## config.mk

```make
export PLATFORM = sky130hd
export DESIGN_NAME = ecpsm_modred
export DESIGN_NICKNAME = d
export VERILOG_FILES = /design/src/rtl/ec_point_add_scalar_mul_macros.svh /design/src/rtl/ecpsm_pkg.sv /design/src/rtl/ecpsm_modred.sv
export SDC_FILE = /design/constraint.sdc
export NUM_CORES = 1
export LEC_CHECK = 0
export ABC_CLOCK_PERIOD_IN_PS = 9300
export BUFFER_PORTS_ARGS = -buffer_cell sky130_fd_sc_hd__buf_2
export CAP_MARGIN = 0
export CORE_UTILIZATION = 50
export DETAILED_ROUTE_END_ITERATION = 8
export GPL_TIMING_DRIVEN = 0
export PLACE_DENSITY_LB_ADDON = 0.05
export SLEW_MARGIN = 0
export SYNTH_ARGS = -nofsm -noshare
export SYNTH_HDL_FRONTEND = slang
export SYNTH_SLANG_ARGS = --single-unit
```

## constraint.sdc

```tcl
create_clock -name clk -period 9.3 [get_ports clk]
set_clock_uncertainty 0.15 [all_clocks]
set_input_delay 0.93 -clock clk [delete_from_list [all_inputs] [get_ports clk]]
set_output_delay 0.93 -clock clk [all_outputs]
set_load 0.02 [all_outputs]
```

## src/rtl/ec_point_add_scalar_mul_macros.svh

```systemverilog
`ifndef EC_POINT_ADD_SCALAR_MUL_MACROS_SVH
`define EC_POINT_ADD_SCALAR_MUL_MACROS_SVH

// same-cycle implication
`define ECPSM_ASSERT_IMP(label, clk, rst, ante, cons) \
  label: assert property (@(posedge clk) disable iff (rst) (ante) |-> (cons)) \
    else $error("ecpsm assertion failed");

// next-cycle implication
`define ECPSM_ASSERT_NXT(label, clk, rst, ante, cons) \
  label: assert property (@(posedge clk) disable iff (rst) (ante) |=> (cons)) \
    else $error("ecpsm assertion failed");

`endif

```

## src/rtl/ecpsm_pkg.sv

```systemverilog
`timescale 1ns / 1ps
package ecpsm_pkg;

  localparam logic [1:0] CFG_CURVE_A = 2'd0;
  localparam logic [1:0] CFG_PRIME   = 2'd1;

  localparam logic OP_ADD = 1'b0;
  localparam logic OP_MUL = 1'b1;

  localparam logic [31:0] CURVE_A_RESET = 32'd2;
  localparam logic [31:0] PRIME_RESET   = 32'd97;

  // operands below m
  function automatic logic [63:0] mod_add(input logic [63:0] a, input logic [63:0] b,
                                          input logic [63:0] m);
    logic [64:0] s;
    s = {1'b0, a} + {1'b0, b};
    return (s >= {1'b0, m}) ? 64'(s - {1'b0, m}) : s[63:0];
  endfunction

  function automatic logic [63:0] mod_sub(input logic [63:0] a, input logic [63:0] b,
                                          input logic [63:0] m);
    return (a >= b) ? (a - b) : (a + (m - b));
  endfunction

endpackage

```

## src/rtl/ecpsm_modred.sv

```systemverilog
`timescale 1ns / 1ps
module ecpsm_modred #(
  parameter int FIELD_WIDTH = 32
) (
  input  logic                   clk,
  input  logic                   rst,
  input  logic                   start,
  input  logic [31:0]            value,
  input  logic [FIELD_WIDTH-1:0] m,
  output logic                   done,
  output logic [FIELD_WIDTH-1:0] res
);

  logic [FIELD_WIDTH-1:0] rem;
  logic [FIELD_WIDTH-1:0] step;
  logic [31:0]            vr;
  logic [5:0]             cnt;
  logic                   run;

  always_comb begin
    step = FIELD_WIDTH'(ecpsm_pkg::mod_add(64'(rem), 64'(rem), 64'(m)));
    if (vr[31]) begin
      step = FIELD_WIDTH'(ecpsm_pkg::mod_add(64'(step), 64'd1, 64'(m)));
    end
  end

  always_ff @(posedge clk) begin
    if (rst) begin
      run  <= 1'b0;
      done <= 1'b0;
      cnt  <= '0;
    end else begin
      done <= 1'b0;
      if (start) begin
        rem <= '0;
        vr  <= value;
        cnt <= 6'd32;
        run <= 1'b1;
      end else if (run) begin
        rem <= step;
        vr  <= vr << 1;
        cnt <= cnt - 6'd1;
        if (cnt == 6'd1) begin
          run  <= 1'b0;
          done <= 1'b1;
        end
      end
    end
  end

  assign res = rem;

endmodule

```

Word level (Yosys, flattened, before mapping)
Cells that the tools add are included.

$add $sub $neg: 5. Magnitude comparators: 2. Eq/ne operators: 1. Muxes and demuxes: 12. Bitwise logic cells: 2. Reduce and logical (&&, ||, !) cells: 4.

Operators with widths (count): two-way mux 32 bit (6); >= comparator 33 x 32 -> 1 bit (2); subtractor 32 bit (2); adder 32 x 1 -> 33 bit, second input constant (1); adder 32 x 32 -> 33 bit (1); two-way mux 6 bit (2); equality test 6 x 1 -> 1 bit, second input constant (1); subtractor 6 x 1 -> 6 bit, second input constant (1); two-way mux 1 bit (4); OR reduction 3 bit (1); NOT 1 bit (2); AND reduction 2 bit (1); nonzero test 2 bit (1); OR reduction 2 bit (1).

Register bits after elaboration: 72. Input bits: 67.

Longest topological paths before layout
Depth after elaboration: 8. Gate-level depth with buffers: 35. Mapped depth without buffers: 30.

Least setup slack after synthesis
Ideal clock, no wire load.

Path kind: in2reg. From: in m[6]. To: reg rem[21] (netlist: res[21]) (data pin). Arrival: 7935 ps. Data required time: 8877 ps. Path slack: 942 ps. Cell stages on the path: 33. Path buffers: 5. Path through: inv_1 ha_1 a21oi_2 o21ai_1 a22o_1 o31a_2 nor2_2 buf_2 buf_1 clkbuf_1 nand2_1 nand2_1 ha_1 nand4_1 nor3_1 and3_1 and3_1 nand3_1 o32ai_4 or4b_4 or2_2 xnor2_1 ha_1 inv_1 o21bai_1 a21o_1 a21o_1 a221oi_1 o31a_1 buf_6 clkbuf_1 mux2i_1 o32ai_1.

Cells in the longest elaborated chain, start to end: 7. Elaborated cells between the ends (all ways): 9.

RTL lines: from (decl) (RTL line ecpsm_modred.sv:9) `input logic [FIELD_WIDTH-1:0] m,`; subtractor 32 bit or >= comparator 33 x 32 -> 1 bit (tied branches) (RTL line ecpsm_pkg.sv:18) `return (s >= {1'b0, m}) ? 64'(s - {1'b0, m}) : s[63:0];`; two-way mux 32 bit (RTL line ecpsm_pkg.sv:18); adder 32 x 1 -> 33 bit (RTL line ecpsm_pkg.sv:17) `s = {1'b0, a} + {1'b0, b};`; subtractor 32 bit or >= comparator 33 x 32 -> 1 bit (tied branches) (RTL line ecpsm_pkg.sv:18); two-way mux 32 bit (RTL line ecpsm_pkg.sv:18); two-way mux 32 bit * (RTL line ecpsm_modred.sv:22) `if (vr[31]) begin`; two-way mux 32 bit * (RTL line ecpsm_modred.sv:39) `end else if (run) begin`; to (signal assigned) (RTL line ecpsm_modred.sv:40) `rem <= step;`; to (decl) (RTL line ecpsm_modred.sv:14) `logic [FIELD_WIDTH-1:0] rem;`.

Mark *: on every way between the ends. The rest lies on a longest branch, timed or not. The select of a mux whose other input is x is not followed. A chain may end at the register's enable or synchronous reset.

Worst setup path in the final report
From: in m[11]. To: reg rem[3] (netlist: res[3]) (data pin).

Cells in the longest elaborated chain, start to end: 7. Elaborated cells between the ends (all ways): 9.

RTL lines (RTL line): >= comparator 33 x 32 -> 1 bit or subtractor 32 bit (tied branches) (ecpsm_pkg.sv:18); two-way mux 32 bit (ecpsm_pkg.sv:18); adder 32 x 1 -> 33 bit (ecpsm_pkg.sv:17); subtractor 32 bit or >= comparator 33 x 32 -> 1 bit (tied branches) (ecpsm_pkg.sv:18); two-way mux 32 bit (ecpsm_pkg.sv:18); two-way mux 32 bit * (ecpsm_modred.sv:22); two-way mux 32 bit * (ecpsm_modred.sv:39).

Marked as above.

==> metrics.csv <==
metric,value,unit
hold-worst-slack,0.338,ns
cts_max_path_buffers,2,
synth_top_area_cell,edfxtp_1,
synthFlopType,edfxtp_1,
rsz0062_at_grt,false,
drtIter0Drc,901,
status,finished clean,
critPathTopFamily,simple AND/OR/NAND/NOR gates,
synth_area,8640,um2
crit_path_max_fanout,19,
yosysWarnings,0,
grt_max_degree,27,
fin_crit_sh,94.9,%
initial_core_util,51.7,%
routedWlPerCell,20.3,um
grt_pass1_wl,43600,um
cp-start-kind,input port,
grtUsageTotal,31.6,%
avgSynthCellArea,8.30,um2
power.leakage,4.10,nW
dieHeight,133,um
drive_above_1_share,18.7,%
cp_slowest_cell,o41ai_1,
synthToLayoutAreaGrowth,13.5,%
hold_class,reg2reg,
drtAntennaViolNets,0,
worst_pin_slew,0.918,ns
core-area,16700,um2
ios,100,
yosysUniqueCellTypes,94,
path_common_cell,buf_2,
clock_latency,0.33,ns
total_power,2.51,mW
ys_seq_area_share,24.1,%
die_width,133,um
clockRootBuffer,clkbuf_16,
overflow,0,
arrival,8.76,ns
final_max_slew_viol_count,0,
gp_congestion,0.952,
cts_inserted_buffers,9,
synth-edff-count,64,
fin_crit,8.83,ns
critPathBufInv,7,
slew_headroom,38.3,%
r2r_slack,0.71,ns
fmax,113,MHz
ys_seq_elements,72,
cap_viol_max_count,0,
hold_violations,0,
die_area,17800,um2
setup_viol,0,
p_per_area,256,nW/um2
synthTopCellsByArea,"edfxtp_1, ha_1, nand2_1, xnor2_1, mux2_2",
vias_per_cell,6.26,
vias,8604,
synth_top_area_share,22.3,%
fin_area,9800,um2
hold_buffers,0,
grt_pass1_vias,7847,
wl,27900,um
critPathKind,in2reg,
end_kind,register,
numPortBuffers,99,
ir_drop,0.134,mV
antenna_found_initial,0,
drc,0,
cts_tree,built,
synth_fp_nets,1175,
finalCoreUtilization,58.7,%
slowest_delay,0.83,ns
place_area,9470,um2
clk_pin_slew_worst_paths,0.06,ns
dr.pass1.iters,5,
dp_hpwl,22900,um
yosysMostFrequentCell,nand2_1,
async_flop_share,0,%
layout.nets,1285,
cts.sink_count,72,
n_antenna_cell,0,
htree_num_levels,3,
synth_common_cells,"nand2_1, a21oi_1, ha_1",
syn-instance-count,1040,
fin_tns_setup,0,ns
required,9.23,ns
std_cell_rows,47,
[flip-flops by register name, indices dropped and copies added, names as in the netlist]
signal,flops
run,1
res,32
cnt,6
vr,32
done,1
[where the power goes]
group          switching [mW]  internal [mW]  leakage, nW
Combinational            1.06          0.660         3.28
Clock                   0.129          0.205        0.138
Sequential             0.0383          0.411        0.684
[logic make-up (layout without fill, tap and decap cells)]
logic type	Yosys count	after routing	synth area share (%)
simple gates	342	342	20.0
compound gates	324	324	26.5
buf+inv	104	219	4.95
xor+xnor	78	78	8.00
flops	72	72	24.1
fa+ha+maj	68	68	9.94
mux	52	52	6.51
[routing by layer]
| metal | up-vias | part of all wire [%] | global-route usage [%] |
|---|---|---|---|
| met5 | - | 0 | 0 |
| met4 | 0 | 2.3 | 8.96 |
| met3 | 46 | 9.6 | 6.16 |
| met2 | 421 | 42 | 46.6 |
| met1 | 4011 | 46 | 46.5 |
| li1 | 4126 | - | - |
[final timing paths]
check,from,to,depth (start not counted)
min reg2reg,cnt[0],cnt[0],2
max,m[11],res[3],32
min,cnt[0],cnt[0],2
max reg2reg,res[9],res[3],30
[per-stage QoR]
step / worst slack (ns) / instances
after global placement: -1.30 / 1359
final: 0.470 / 1375
after detailed placement: -1.29 / 1361
after floorplan: 0.942 / 1040
after CTS: 0.0778 / 1375
after global routing: 0.0178 / 1375
[worst register-to-register path: cells and delay by family, from the launching register on]
family | cells | cell delay [ns]
simple gates | 14 | 3.19
compound gates | 7 | 2.05
fa+ha+maj | 3 | 0.92
flops | 1 | 0.50
xor+xnor | 1 | 0.17
buf+inv | 5 | 1.33
[area by class of cell]
cell class                      instances  area, um2
Fill cell                            1549       6900
Clock inverter                          5       47.5
Inverter                               58        218
Multi-Input combinational cell        864       6190
Clock buffer                           11        233
Buffer                                 43        209
Timing Repair Buffer                  102        551
Tap cell                              220        275
Sequential cell                        72       2080
[layout by cell type (no fill, tap or decap), drive strengths merged, types with 7 or more instances in the layout]
cell | netlist | layout
a21oi | 73 | 73
o21ai | 61 | 61
xnor2 | 46 | 46
mux2 | 33 | 33
o32ai | 8 | 8
xor2 | 32 | 32
buf | 23 | 124
nor2 | 63 | 63
nand2b | 12 | 12
or3 | 11 | 11
o31ai | 9 | 9
ha | 67 | 67
clkbuf | 23 | 32
nand4 | 28 | 28
nor2b | 10 | 10
a31oi | 24 | 24
nor3 | 23 | 23
and2 | 8 | 8
mux2i | 19 | 19
inv | 57 | 57
and3 | 16 | 16
nand2 | 110 | 110
edfxtp | 64 | 64
a21boi | 7 | 7
nand3 | 27 | 27
o21bai | 12 | 12
o21a | 8 | 8
a21o | 35 | 35
nor4 | 8 | 8
dfxtp | 8 | 8
a211oi | 14 | 14
[repair_timing]
action,4_1_cts,5_1_grt
gates resized for setup,6,14
setup endpoints to repair,32,32
setup buffers,0,1
pin swaps,0,1
(Power assumes the default switching activity.)
