===== src/rtl/ec_point_add_scalar_mul_macros.svh =====
`ifndef EC_POINT_ADD_SCALAR_MUL_MACROS_SVH
`define EC_POINT_ADD_SCALAR_MUL_MACROS_SVH

// same-cycle implication
`define ECPSM_ASSERT_IMP(label, clk, rst, ante, cons) \
  label: assert property (@(posedge clk) disable iff (rst) (ante) |-> (cons)) \
    else $error("ecpsm assertion failed");

// next-cycle implication
`define ECPSM_ASSERT_NXT(label, clk, rst, ante, cons) \
  label: assert property (@(posedge clk) disable iff (rst) (ante) |=> (cons)) \
    else $error("ecpsm assertion failed");

`endif


===== src/rtl/ecpsm_pkg.sv =====
`timescale 1ns / 1ps
package ecpsm_pkg;

  localparam logic [1:0] CFG_CURVE_A = 2'd0;
  localparam logic [1:0] CFG_PRIME   = 2'd1;

  localparam logic OP_ADD = 1'b0;
  localparam logic OP_MUL = 1'b1;

  localparam logic [31:0] CURVE_A_RESET = 32'd2;
  localparam logic [31:0] PRIME_RESET   = 32'd97;

  // operands below m
  function automatic logic [63:0] mod_add(input logic [63:0] a, input logic [63:0] b,
                                          input logic [63:0] m);
    logic [64:0] s;
    s = {1'b0, a} + {1'b0, b};
    return (s >= {1'b0, m}) ? 64'(s - {1'b0, m}) : s[63:0];
  endfunction

  function automatic logic [63:0] mod_sub(input logic [63:0] a, input logic [63:0] b,
                                          input logic [63:0] m);
    return (a >= b) ? (a - b) : (a + (m - b));
  endfunction

endpackage


===== src/rtl/ecpsm_modmul.sv =====
`timescale 1ns / 1ps
module ecpsm_modmul #(
  parameter int FIELD_WIDTH = 32
) (
  input  logic                   clk,
  input  logic                   rst,
  input  logic                   start,
  input  logic [FIELD_WIDTH-1:0] a,
  input  logic [FIELD_WIDTH-1:0] b,
  input  logic [FIELD_WIDTH-1:0] m,
  output logic                   done,
  output logic [FIELD_WIDTH-1:0] res
);

  localparam int CW = $clog2(FIELD_WIDTH + 1);

  logic [FIELD_WIDTH-1:0] acc;
  logic [FIELD_WIDTH-1:0] ar;
  logic [FIELD_WIDTH-1:0] br;
  logic [FIELD_WIDTH-1:0] mr;
  logic [FIELD_WIDTH-1:0] step;
  logic [CW-1:0]          cnt;
  logic                   run;

  always_comb begin
    step = FIELD_WIDTH'(ecpsm_pkg::mod_add(64'(acc), 64'(acc), 64'(mr)));
    if (br[FIELD_WIDTH-1]) begin
      step = FIELD_WIDTH'(ecpsm_pkg::mod_add(64'(step), 64'(ar), 64'(mr)));
    end
  end

  always_ff @(posedge clk) begin
    if (rst) begin
      run  <= 1'b0;
      done <= 1'b0;
      cnt  <= '0;
    end else begin
      done <= 1'b0;
      if (start) begin
        acc <= '0;
        ar  <= a;
        br  <= b;
        mr  <= m;
        cnt <= CW'(FIELD_WIDTH);
        run <= 1'b1;
      end else if (run) begin
        acc <= step;
        br  <= br << 1;
        cnt <= cnt - CW'(1);
        if (cnt == CW'(1)) begin
          run  <= 1'b0;
          done <= 1'b1;
        end
      end
    end
  end

  assign res = acc;

endmodule


===== src/rtl/ecpsm_ptadd.sv =====
`timescale 1ns / 1ps
module ecpsm_ptadd #(
  parameter int FIELD_WIDTH = 32
) (
  input  logic                   clk,
  input  logic                   rst,
  input  logic                   start,
  input  logic [FIELD_WIDTH-1:0] px,
  input  logic [FIELD_WIDTH-1:0] py,
  input  logic                   pinf,
  input  logic [FIELD_WIDTH-1:0] qx,
  input  logic [FIELD_WIDTH-1:0] qy,
  input  logic                   qinf,
  input  logic [FIELD_WIDTH-1:0] ca,
  input  logic [FIELD_WIDTH-1:0] m,
  output logic                   done,
  output logic [FIELD_WIDTH-1:0] rx,
  output logic [FIELD_WIDTH-1:0] ry,
  output logic                   rinf
);

  localparam int FW = FIELD_WIDTH;

  typedef enum logic [4:0] {
    S_IDLE, S_CHECK, S_MWAIT, S_TAN1, S_TAN2, S_TAN3, S_INV0, S_INVB, S_INVR,
    S_INVS2, S_SLOPE, S_SL2, S_XR1, S_XR2, S_YD, S_YR
  } state_t;

  state_t        state;
  state_t        ret;
  logic [FW-1:0] xp, yp, xq, yq;
  logic          ip, iq;
  logic [FW-1:0] num, den, s, invr, base, e, xr;
  logic          mstart;
  logic [FW-1:0] ma, mb;
  logic          mdone;
  logic [FW-1:0] mres;

  function automatic logic [FW-1:0] fadd(input logic [FW-1:0] a, input logic [FW-1:0] b,
                                         input logic [FW-1:0] mm);
    return FW'(ecpsm_pkg::mod_add(64'(a), 64'(b), 64'(mm)));
  endfunction

  function automatic logic [FW-1:0] fsub(input logic [FW-1:0] a, input logic [FW-1:0] b,
                                         input logic [FW-1:0] mm);
    return FW'(ecpsm_pkg::mod_sub(64'(a), 64'(b), 64'(mm)));
  endfunction

  ecpsm_modmul #(.FIELD_WIDTH(FW)) u_mul (
    .clk   (clk),
    .rst   (rst),
    .start (mstart),
    .a     (ma),
    .b     (mb),
    .m     (m),
    .done  (mdone),
    .res   (mres)
  );

  always_ff @(posedge clk) begin
    if (rst) begin
      state  <= S_IDLE;
      ret    <= S_IDLE;
      done   <= 1'b0;
      mstart <= 1'b0;
    end else begin
      done   <= 1'b0;
      mstart <= 1'b0;
      unique case (state)
        S_IDLE: begin
          if (start) begin
            xp    <= px;
            yp    <= py;
            ip    <= pinf;
            xq    <= qx;
            yq    <= qy;
            iq    <= qinf;
            state <= S_CHECK;
          end
        end
        S_CHECK: begin
          if (ip) begin
            rx    <= xq;
            ry    <= yq;
            rinf  <= iq;
            done  <= 1'b1;
            state <= S_IDLE;
          end else if (iq) begin
            rx    <= xp;
            ry    <= yp;
            rinf  <= 1'b0;
            done  <= 1'b1;
            state <= S_IDLE;
          end else if (xp == xq) begin
            if (fadd(yp, yq, m) == '0 || yp != yq) begin
              rx    <= '0;
              ry    <= '0;
              rinf  <= 1'b1;
              done  <= 1'b1;
              state <= S_IDLE;
            end else begin
              mstart <= 1'b1;
              ma     <= xp;
              mb     <= xp;
              ret    <= S_TAN1;
              state  <= S_MWAIT;
            end
          end else begin
            num   <= fsub(yp, yq, m);
            den   <= fsub(xp, xq, m);
            state <= S_INV0;
          end
        end
        S_MWAIT: begin
          if (mdone) begin
            state <= ret;
          end
        end
        S_TAN1: begin
          num   <= fadd(mres, mres, m);
          state <= S_TAN2;
        end
        S_TAN2: begin
          num   <= fadd(num, mres, m);
          state <= S_TAN3;
        end
        S_TAN3: begin
          num   <= fadd(num, ca, m);
          den   <= fadd(yp, yp, m);
          state <= S_INV0;
        end
        S_INV0: begin
          invr  <= FW'(1);
          base  <= den;
          e     <= m - FW'(2);
          state <= S_INVB;
        end
        S_INVB: begin
          if (e == '0) begin
            state <= S_SLOPE;
          end else if (e[0]) begin
            mstart <= 1'b1;
            ma     <= invr;
            mb     <= base;
            ret    <= S_INVR;
            state  <= S_MWAIT;
          end else begin
            mstart <= 1'b1;
            ma     <= base;
            mb     <= base;
            ret    <= S_INVS2;
            state  <= S_MWAIT;
          end
        end
        S_INVR: begin
          invr   <= mres;
          mstart <= 1'b1;
          ma     <= base;
          mb     <= base;
          ret    <= S_INVS2;
          state  <= S_MWAIT;
        end
        S_INVS2: begin
          base  <= mres;
          e     <= e >> 1;
          state <= S_INVB;
        end
        S_SLOPE: begin
          mstart <= 1'b1;
          ma     <= num;
          mb     <= invr;
          ret    <= S_SL2;
          state  <= S_MWAIT;
        end
        S_SL2: begin
          s      <= mres;
          mstart <= 1'b1;
          ma     <= mres;
          mb     <= mres;
          ret    <= S_XR1;
          state  <= S_MWAIT;
        end
        S_XR1: begin
          xr    <= fsub(mres, xp, m);
          state <= S_XR2;
        end
        S_XR2: begin
          xr    <= fsub(xr, xq, m);
          state <= S_YD;
        end
        S_YD: begin
          mstart <= 1'b1;
          ma     <= s;
          mb     <= fsub(xp, xr, m);
          ret    <= S_YR;
          state  <= S_MWAIT;
        end
        S_YR: begin
          rx    <= xr;
          ry    <= fsub(mres, yp, m);
          rinf  <= 1'b0;
          done  <= 1'b1;
          state <= S_IDLE;
        end
        default: begin
          state <= S_IDLE;
        end
      endcase
    end
  end

endmodule


===== config.mk =====
export PLATFORM = sky130hd
export DESIGN_NAME = ecpsm_ptadd
export DESIGN_NICKNAME = d
export VERILOG_FILES = /design/src/rtl/ec_point_add_scalar_mul_macros.svh /design/src/rtl/ecpsm_pkg.sv /design/src/rtl/ecpsm_modmul.sv /design/src/rtl/ecpsm_ptadd.sv
export SDC_FILE = /design/constraint.sdc
export NUM_CORES = 2
export LEC_CHECK = 0
export CORE_AREA = 8 8 428 430
export CTS_CLUSTER_SIZE = 16
export DETAILED_ROUTE_END_ITERATION = 6
export DIE_AREA = 0 0 436 438
export DONT_BUFFER_PORTS = 1
export PLACE_DENSITY = 0.58
export SETUP_SLACK_MARGIN = 0.2
export SYNTH_ARGS = -nofsm -noshare
export SYNTH_HDL_FRONTEND = slang
export SYNTH_SLANG_ARGS = --single-unit

===== constraint.sdc =====
create_clock -name clk -period 9.2 [get_ports clk]
set_clock_uncertainty 0.05 [all_clocks]
set_input_delay 0.46 -clock clk [delete_from_list [all_inputs] [get_ports clk]]
set_output_delay 0.46 -clock clk [all_outputs]
set_load 0.02 [all_outputs]

# == Word-level counts from Yosys, hierarchy flattened ==
# Index checks and enable logic that the tools add are counted.
# word_totals
inputBits,197
rom_bits,0
ram_bits,0
regBits,631
latchBits,0
n_memories,0
# classes
reduce_logical,29
n_shift,0
div,0
addsub,32
n_lt_le_gt_ge,13
n_eq_ne,28
n_bitwise,2
mux,83
mul,0
# op_table
op,count
32-bit two-way mux,36
32-bit subtractor,18
32-bit one-hot mux with 2 select lines,7
32-bit one-hot mux with 6 select lines,2
33-bit by 32-bit >= comparator with 1-bit output,7
32-bit by 32-bit adder with 33-bit output,6
32-bit adder,6
32-bit >= comparator,6
32-bit one-hot mux with 4 select lines,1
32-bit logical NOT,2
5-bit one-hot mux with 11 select lines,1
5-bit two-way mux,10
5-bit by 4-bit == test with 1-bit output (second input constant),8
32-bit == test,1
32-bit inequality test,1
32-bit by 2-bit subtractor with 32-bit output (second input constant),1
5-bit one-hot mux with 6 select lines,1
5-bit by 3-bit == test with 1-bit output (second input constant),4
1-bit two-way mux,18
2-bit inequality test (second input constant),7
2-bit AND reduction,7
6-bit two-way mux,2
2-bit nonzero test,6
5-bit by 2-bit == test with 1-bit output (second input constant),2
22 further kinds,27

# == Longest topological paths before layout ==
# logic_depth
ltp_word,10
mapped_depth,40
ltp_nobuf,37

# == Cells and area by module ==
# Synthesis repeated with hierarchy kept, for this count alone.
# unflattened
hier_cells,8177
area_unflattened_um2,70202.3
# modules_own_cells
module,area_each_um2,n_inst,cells_per_inst
ecpsm_ptadd,59318.1,1,7053
ecpsm_modmul,10884.2,1,1124

# == Worst setup path before layout ==
# No wires, ideal clock.
# synth_timing
path_type,register -> register
from,register yp[1]
to,"register rinf, enable pin"
n_path_buf,1
path_stages_with_launch,27
period_less_slack_ps,9006
t_arrival_ps,8447
setup_ps,510
setup_slack_ps,194
cell_sequence,edfxtp_1 inv_1 fa_1 o21bai_1 a2111o_1 a41o_1 a31oi_4 nor4b_2 o21ai_0 o22ai_1 nor2_1 nor2_1 nor2_1 xnor2_1 ha_1 clkbuf_1 a21oi_1 nand2_1 xor2_1 or4_1 nor3_1 nand4_1 a2111oi_0 nand2_1 and4b_1 nor2_1 a21oi_1
# synth_between
elab_chain_len,7
word_cells_on_any_way,9
classes_between,2 x add/sub; 1 x order compare; 2 x eq/ne; 1 x mux; 3 x reduce/logical
# synth_lines
element,line_no,rtl
"start, declared",ecpsm_ptadd.sv:31,"logic [FW-1:0] xp, yp, xq, yq;"
"start signal, assigned",ecpsm_ptadd.sv:73,yp <= py;
32-bit by 32-bit adder with 33-bit output,ecpsm_pkg.sv:17,"s = {1'b0, a} + {1'b0, b};"
32-bit subtractor / 33-bit by 32-bit >= comparator with 1-bit output (equally long branches),ecpsm_pkg.sv:18,"return (s >= {1'b0, m}) ? 64'(s - {1'b0, m}) : s[63:0];"
32-bit two-way mux,ecpsm_pkg.sv:18,
32-bit logical NOT,ecpsm_ptadd.sv:95,"if (fadd(yp, yq, m) == '0 || yp != yq) begin"
1-bit logical OR *,ecpsm_ptadd.sv:95,
4-bit inequality test (no source line) *,--,
4-bit AND reduction (no source line) *,--,
"end signal, assigned",ecpsm_ptadd.sv:85,rinf <= iq;
"end, declared",ecpsm_ptadd.sv:19,output logic rinf
# Every way passes the cells marked *; elsewhere a longest branch is shown, timed or not.
# A chain may end at the register's enable or synchronous reset.

# == Final worst setup path ==
# layout_timing
from,register u_mul.mr[1]
to,register u_mul.acc[3] (netlist: u_mul.res[3]) (data pin)
# layout_between
elab_chain_len,7
word_cells_on_any_way,9
classes_between,3 x add/sub; 2 x order compare; 4 x mux
# layout_lines
element,line_no,rtl
"start, declared",ecpsm_modmul.sv:20,logic [FIELD_WIDTH-1:0] mr;
"start signal, assigned",ecpsm_modmul.sv:43,mr <= m;
32-bit subtractor / 33-bit by 32-bit >= comparator with 1-bit output (equally long branches),ecpsm_pkg.sv:18,
32-bit two-way mux,ecpsm_pkg.sv:18,
32-bit by 32-bit adder with 33-bit output,ecpsm_pkg.sv:17,
32-bit subtractor / 33-bit by 32-bit >= comparator with 1-bit output (equally long branches),ecpsm_pkg.sv:18,
32-bit two-way mux,ecpsm_pkg.sv:18,
32-bit two-way mux *,ecpsm_modmul.sv:27,if (br[FIELD_WIDTH-1]) begin
32-bit two-way mux *,ecpsm_modmul.sv:46,end else if (run) begin
"end signal, assigned",ecpsm_modmul.sv:47,acc <= step;
"end, declared",ecpsm_modmul.sv:17,logic [FIELD_WIDTH-1:0] acc;
# Every way passes the cells marked *; elsewhere a longest branch is shown, timed or not. The select of a mux whose other input is x is not followed.

==> impl_metrics.csv <==
group,metric,value,unit
min_path,hold_path.class,"input port to flop",
clocking,post_cts_buffers,0,
die,pin_count,263,
pwr,switching_share,0.3928,
die,die_w,436,um
pwr,power_leakage,32.68,nW
die,core,176900,um2
die,rows,155,
timing,max_freq,117.1,MHz
clocking,tritoncts.num_buffers,78,
critical_path,worst_setup_path_end_kind,"flop",
timing,report.final.setup_viol,0,
pwr,power.density,144.9,nW/um2
timing,timing.slew.headroom,-0.005628,
synthesis,count_of_flip_flops_with_a_built_in_enable_after_synthesis,611,
pwr,combPwrFrac,0.404,
place,place.port_buffers,0,
synthesis,main_flop_type_after_synthesis,"sky130_fd_sc_hd__edfxtp_1",
clocking,clock_latency,740,ps
finish,design.final.nets,9408,
critical_path,critPathLaunchType,"flop",
finish,area_delta_synth_final,11.66,%
detailed_routing,route.detailed.vias_per_inst,6.270,
detailed_routing,drtPass1Iterations,7,
place,hpwl,256.3,mm
critical_path,crit_fanout,36,
outcome,outcome,"complete, but fails checks",
synthesis,netlist_instances,8128,
critical_path,worst_path_max_delay_cell,"sky130_fd_sc_hd__o21ai_0",
clocking,path_clk_slew,70,ps
timing,finalSetupTns,0,ps
finish,nFillCells,17460,
timing,finalWorstPathRequiredPeriod,8536,ps
place,gp_routability_congestion,1.061,
critical_path,startpoint,"u_mul.mr[1]$_DFFE_PP_",
critical_path,timing.setup.critical_path_class,"flop to flop",
clocking,cts_htree_levels,3,
finish,layout.area.seq,18710,um2
critical_path,cp.required,9570,ps
synthesis,syn_avg_cell_area,8.615,um2
global_routing,maximum_number_of_pins_on_one_net_before_global_route_repair,96,
synthesis,yosys.cell_types.count,91,
detailed_routing,totalWireLength,327.9,mm
global_routing,overflow,0,
timing,slew_of_the_pin_with_the_lowest_slew_margin,1470,ps
synthesis,async_flop_share,0,
min_path,min-delay-start,"rst",
detailed_routing,first_iter_violations,8723,
synthesis,synth_seq_cells,629,
finish,multiInputGateArea,47930,um2
detailed_routing,routed_wire_length_per_instance,30.48,um
critical_path,crit_path_to,"u_mul.res[3]$_SDFFCE_PP0P_",
synthesis,yosys_warnings,0,
detailed_routing,ant_nets,0,
clocking,ctsLongestPathBuffers,3,
finish,final_cell_area,78180,um2
critical_path,max_stage_delay,460,ps
detailed_routing,remaining_drc_errors,57,
global_routing,global_route.usage.total,0.3240,
pwr,clkPwrFrac,0.299,
critical_path,critPathMostFrequentCell,"sky130_fd_sc_hd__buf_4",
clocking,root_buffer_master,"sky130_fd_sc_hd__clkbuf_16",
timing,finalHoldViolations,0,
detailed_routing,routed-via-count,67450,
synthesis,synth_sequential_area_ratio,0.2672,
place,placed_cell_area,73640,um2
critical_path,worst_ep_arrival_time,8910,ps
global_routing,grt_pass1_wl,453.1,mm
pwr,pwr-share-seq,0.298,
finish,fraction_of_layout_instances_using_a_drive_strength_above_1,0.06024,
timing,maxSlewViolCount,2,
die,initial_utilization,0.3959,
timing,final.period_utilization,0.9279,
critical_path,regToRegStartpoint,"u_mul.mr[1]$_DFFE_PP_",
synthesis,syn_nets,9234,
pwr,internal_power,0.006880,W
die,dieArea,191000,um2
critical_path,worst_r2r_path_depth,39,
critical_path,worstReg2RegEnd,"u_mul.res[3]$_SDFFCE_PP0P_",
die,y_dimension_of_the_die,438,um
synthesis,post_synth_instance_area,70020,um2
pwr,ir_worst_vdd,0.1460,mV
timing,rsz0062_at_grt,"true",
critical_path,r2r_slack,660,ps
flow_run,maximum_capacitance_violations,3,
global_routing,antenna_violations_before_repair,54,
clocking,tritoncts,"yes",
outcome,failed_checks,"design-rule violations, max-capacitance violations, max-slew violations",
clocking,cts_num_sinks,629,
global_routing,number_of_global_route_vias_before_repair,61990,
pwr,p_switching,0.004451,W
[power groups by stage]
stage                     Combinational, W  Sequential [W]  Clock (W)
after floorplan                    0.00305         0.00337          0
after CTS                          0.00443         0.00337    0.00342
after global routing               0.00490         0.00337    0.00351
after detailed placement           0.00432         0.00343          0
final                              0.00457         0.00337    0.00338
after global placement             0.00431         0.00343          0
[state kept, by name (all words and copies together), names as in the netlist, 32 cells and up]
name,flops
yp,32
yq,32
s,32
e,32
xp,32
ry,32
u_mul.mr,32
u_mul.br,32
ma,32
num,32
u_mul.res,32
xr,32
rx,32
den,32
xq,32
mb,32
u_mul.ar,32
base,32
invr,32
[critical path, delay by kind of cell (launching register included)]
kind	cells	cell delay (ps)
AOI/OAI and AO/OA	21	4130
buffers and inverters	7	1350
and+or+nand+nor	7	1100
adders and majority gates	3	1070
DFF	1	360
muxes	1	170
[cell usage in the layout, fill, tap and decap left out, types with 32 or more instances in the layout]
cell type | netlist | layout
sky130_fd_sc_hd__a211o_1 | 38 | 38
sky130_fd_sc_hd__a211oi_1 | 186 | 184
sky130_fd_sc_hd__a21o_1 | 276 | 276
sky130_fd_sc_hd__a21oi_1 | 793 | 788
sky130_fd_sc_hd__a221oi_1 | 50 | 50
sky130_fd_sc_hd__a222oi_1 | 33 | 33
sky130_fd_sc_hd__a22oi_1 | 71 | 71
sky130_fd_sc_hd__a31oi_1 | 75 | 74
sky130_fd_sc_hd__and2_1 | 39 | 39
sky130_fd_sc_hd__and3_1 | 67 | 66
sky130_fd_sc_hd__buf_4 | 3 | 167
sky130_fd_sc_hd__clkbuf_16 | 0 | 80
sky130_fd_sc_hd__diode_2 | 0 | 37
sky130_fd_sc_hd__dlygate4sd3_1 | 0 | 165
sky130_fd_sc_hd__edfxtp_1 | 611 | 611
sky130_fd_sc_hd__fa_1 | 144 | 144
sky130_fd_sc_hd__ha_1 | 765 | 765
sky130_fd_sc_hd__inv_1 | 734 | 733
sky130_fd_sc_hd__mux2_2 | 80 | 80
sky130_fd_sc_hd__mux2i_1 | 132 | 131
sky130_fd_sc_hd__nand2_1 | 481 | 479
sky130_fd_sc_hd__nand2b_1 | 99 | 99
sky130_fd_sc_hd__nand3_1 | 187 | 186
sky130_fd_sc_hd__nand4_1 | 90 | 90
sky130_fd_sc_hd__nor2_1 | 632 | 623
sky130_fd_sc_hd__nor2b_1 | 106 | 106
sky130_fd_sc_hd__nor3_1 | 178 | 172
sky130_fd_sc_hd__nor4_1 | 46 | 44
sky130_fd_sc_hd__o211ai_1 | 89 | 89
sky130_fd_sc_hd__o21a_1 | 117 | 116
sky130_fd_sc_hd__o21ai_0 | 484 | 478
sky130_fd_sc_hd__o21bai_1 | 113 | 113
sky130_fd_sc_hd__o22ai_1 | 36 | 35
sky130_fd_sc_hd__o31ai_1 | 39 | 39
sky130_fd_sc_hd__or2_2 | 32 | 32
sky130_fd_sc_hd__or3_1 | 55 | 55
sky130_fd_sc_hd__xnor2_1 | 443 | 443
sky130_fd_sc_hd__xor2_1 | 202 | 202
[through the flow]
step	total power, W	cells	hold WS (ps)	util	worst slack, ps
after floorplan	0.006410	8128	350.3	-	539.2
after global placement	0.007740	10410	352.1	0.4164	198.5
after detailed placement	0.007756	10410	354.5	0.4164	158.4
after CTS	0.01122	10720	6.834	0.4412	269.0
after global routing	0.01178	10730	71.61	0.4417	193.1
final	0.01133	10760	58.10	0.4420	663.5
[metal layers]
metal | share of wire | GRT usage | vias to the layer above
met2 | 0.42 | 0.4850 | 3670
met1 | 0.40 | 0.4214 | 32600
li1 | - | - | 30440
met5 | 0.00022 | 0 | -
met4 | 0.064 | 0.1776 | 12
met3 | 0.11 | 0.09171 | 735
[what timing repair did]
item / 4_1_cts / 5_1_grt
setup endpoints to repair: 29 / 32
pin swaps: 0 / 3
hold buffers: 165 / 0
hold endpoints to repair: 242 / 0
resized for setup: 1 / 13
[synthesized netlist by cell type, types with 36 or more instances]
| cell | number | area [um2] |
|---|---|---|
| sky130_fd_sc_hd__o211ai_1 | 89 | 668.1 |
| sky130_fd_sc_hd__a221oi_1 | 50 | 437.9 |
| sky130_fd_sc_hd__o21ai_0 | 484 | 2422 |
| sky130_fd_sc_hd__and2_1 | 39 | 244.0 |
| sky130_fd_sc_hd__a211oi_1 | 186 | 1396 |
| sky130_fd_sc_hd__mux2_2 | 80 | 900.9 |
| sky130_fd_sc_hd__edfxtp_1 | 611 | 18350 |
| sky130_fd_sc_hd__fa_1 | 144 | 2883 |
| sky130_fd_sc_hd__a21oi_1 | 793 | 3969 |
| sky130_fd_sc_hd__o31ai_1 | 39 | 292.8 |
| sky130_fd_sc_hd__a211o_1 | 38 | 332.8 |
| sky130_fd_sc_hd__nor2_1 | 632 | 2372 |
| sky130_fd_sc_hd__o21bai_1 | 113 | 848.3 |
| sky130_fd_sc_hd__o22ai_1 | 36 | 225.2 |
| sky130_fd_sc_hd__nor4_1 | 46 | 287.8 |
| sky130_fd_sc_hd__xnor2_1 | 443 | 3880 |
| sky130_fd_sc_hd__a21o_1 | 276 | 2072 |
| sky130_fd_sc_hd__xor2_1 | 202 | 1769 |
| sky130_fd_sc_hd__a22oi_1 | 71 | 533.0 |
| sky130_fd_sc_hd__nand2_1 | 481 | 1805 |
| sky130_fd_sc_hd__mux2i_1 | 132 | 1321 |
| sky130_fd_sc_hd__or3_1 | 55 | 344.1 |
| sky130_fd_sc_hd__and3_1 | 67 | 419.2 |
| sky130_fd_sc_hd__inv_1 | 734 | 2755 |
| sky130_fd_sc_hd__ha_1 | 765 | 9572 |
| sky130_fd_sc_hd__clkbuf_1 | 214 | 803.3 |
| sky130_fd_sc_hd__nor2b_1 | 106 | 663.1 |
| sky130_fd_sc_hd__nand3_1 | 187 | 935.9 |
| sky130_fd_sc_hd__nor3_1 | 178 | 890.9 |
| sky130_fd_sc_hd__a31oi_1 | 75 | 469.2 |
| sky130_fd_sc_hd__nand4_1 | 90 | 563.0 |
| sky130_fd_sc_hd__nand2b_1 | 99 | 619.3 |
| sky130_fd_sc_hd__o21a_1 | 117 | 878.3 |
[worst min-delay path by stage]
| stage | end | cells after the start | slack (ps) |
|---|---|---|---|
| detailed placement | u_mul.ar[25]$_DFFE_PP_ | 0 | 350 |
| global route | done$_SDFF_PP0_ | 3 | 70 |
| global placement | u_mul.ar[25]$_DFFE_PP_ | 0 | 350 |
| floorplan | u_mul.ar[0]$_DFFE_PP_ | 0 | 350 |
| finish | done$_SDFF_PP0_ | 3 | 60 |
| CTS | done$_SDFF_PP0_ | 3 | 7 |
[logic make-up (layout without fill, tap and decap cells)]
family                     after synthesis  count (layout)  share of synthesized area
DFF                                    629             629                     0.2672
muxes                                  213             213                    0.03195
and+or+nand+nor                       2106            2106                     0.1447
AOI/OAI and AO/OA                     2648            2648                     0.2449
xor gates and xnor gates               645             645                    0.08068
buffers and inverters                  978            1216                    0.05273
other                                    0              37                          0
adders and majority gates              909             909                     0.1779
[cell type report]
| cell class | count | share of cell area |
|---|---|---|
| multi-input combinational | 6521 | 0.6131 |
| sequential | 629 | 0.2393 |
| timing repair buffer | 337 | 0.03844 |
| tap | 2355 | 0.03769 |
| inverter | 735 | 0.03529 |
| clock buffer | 97 | 0.02681 |
| clock inverter | 47 | 0.008210 |
| antenna | 37 | 0.001184 |
Power figures use the tool's default switching activity.
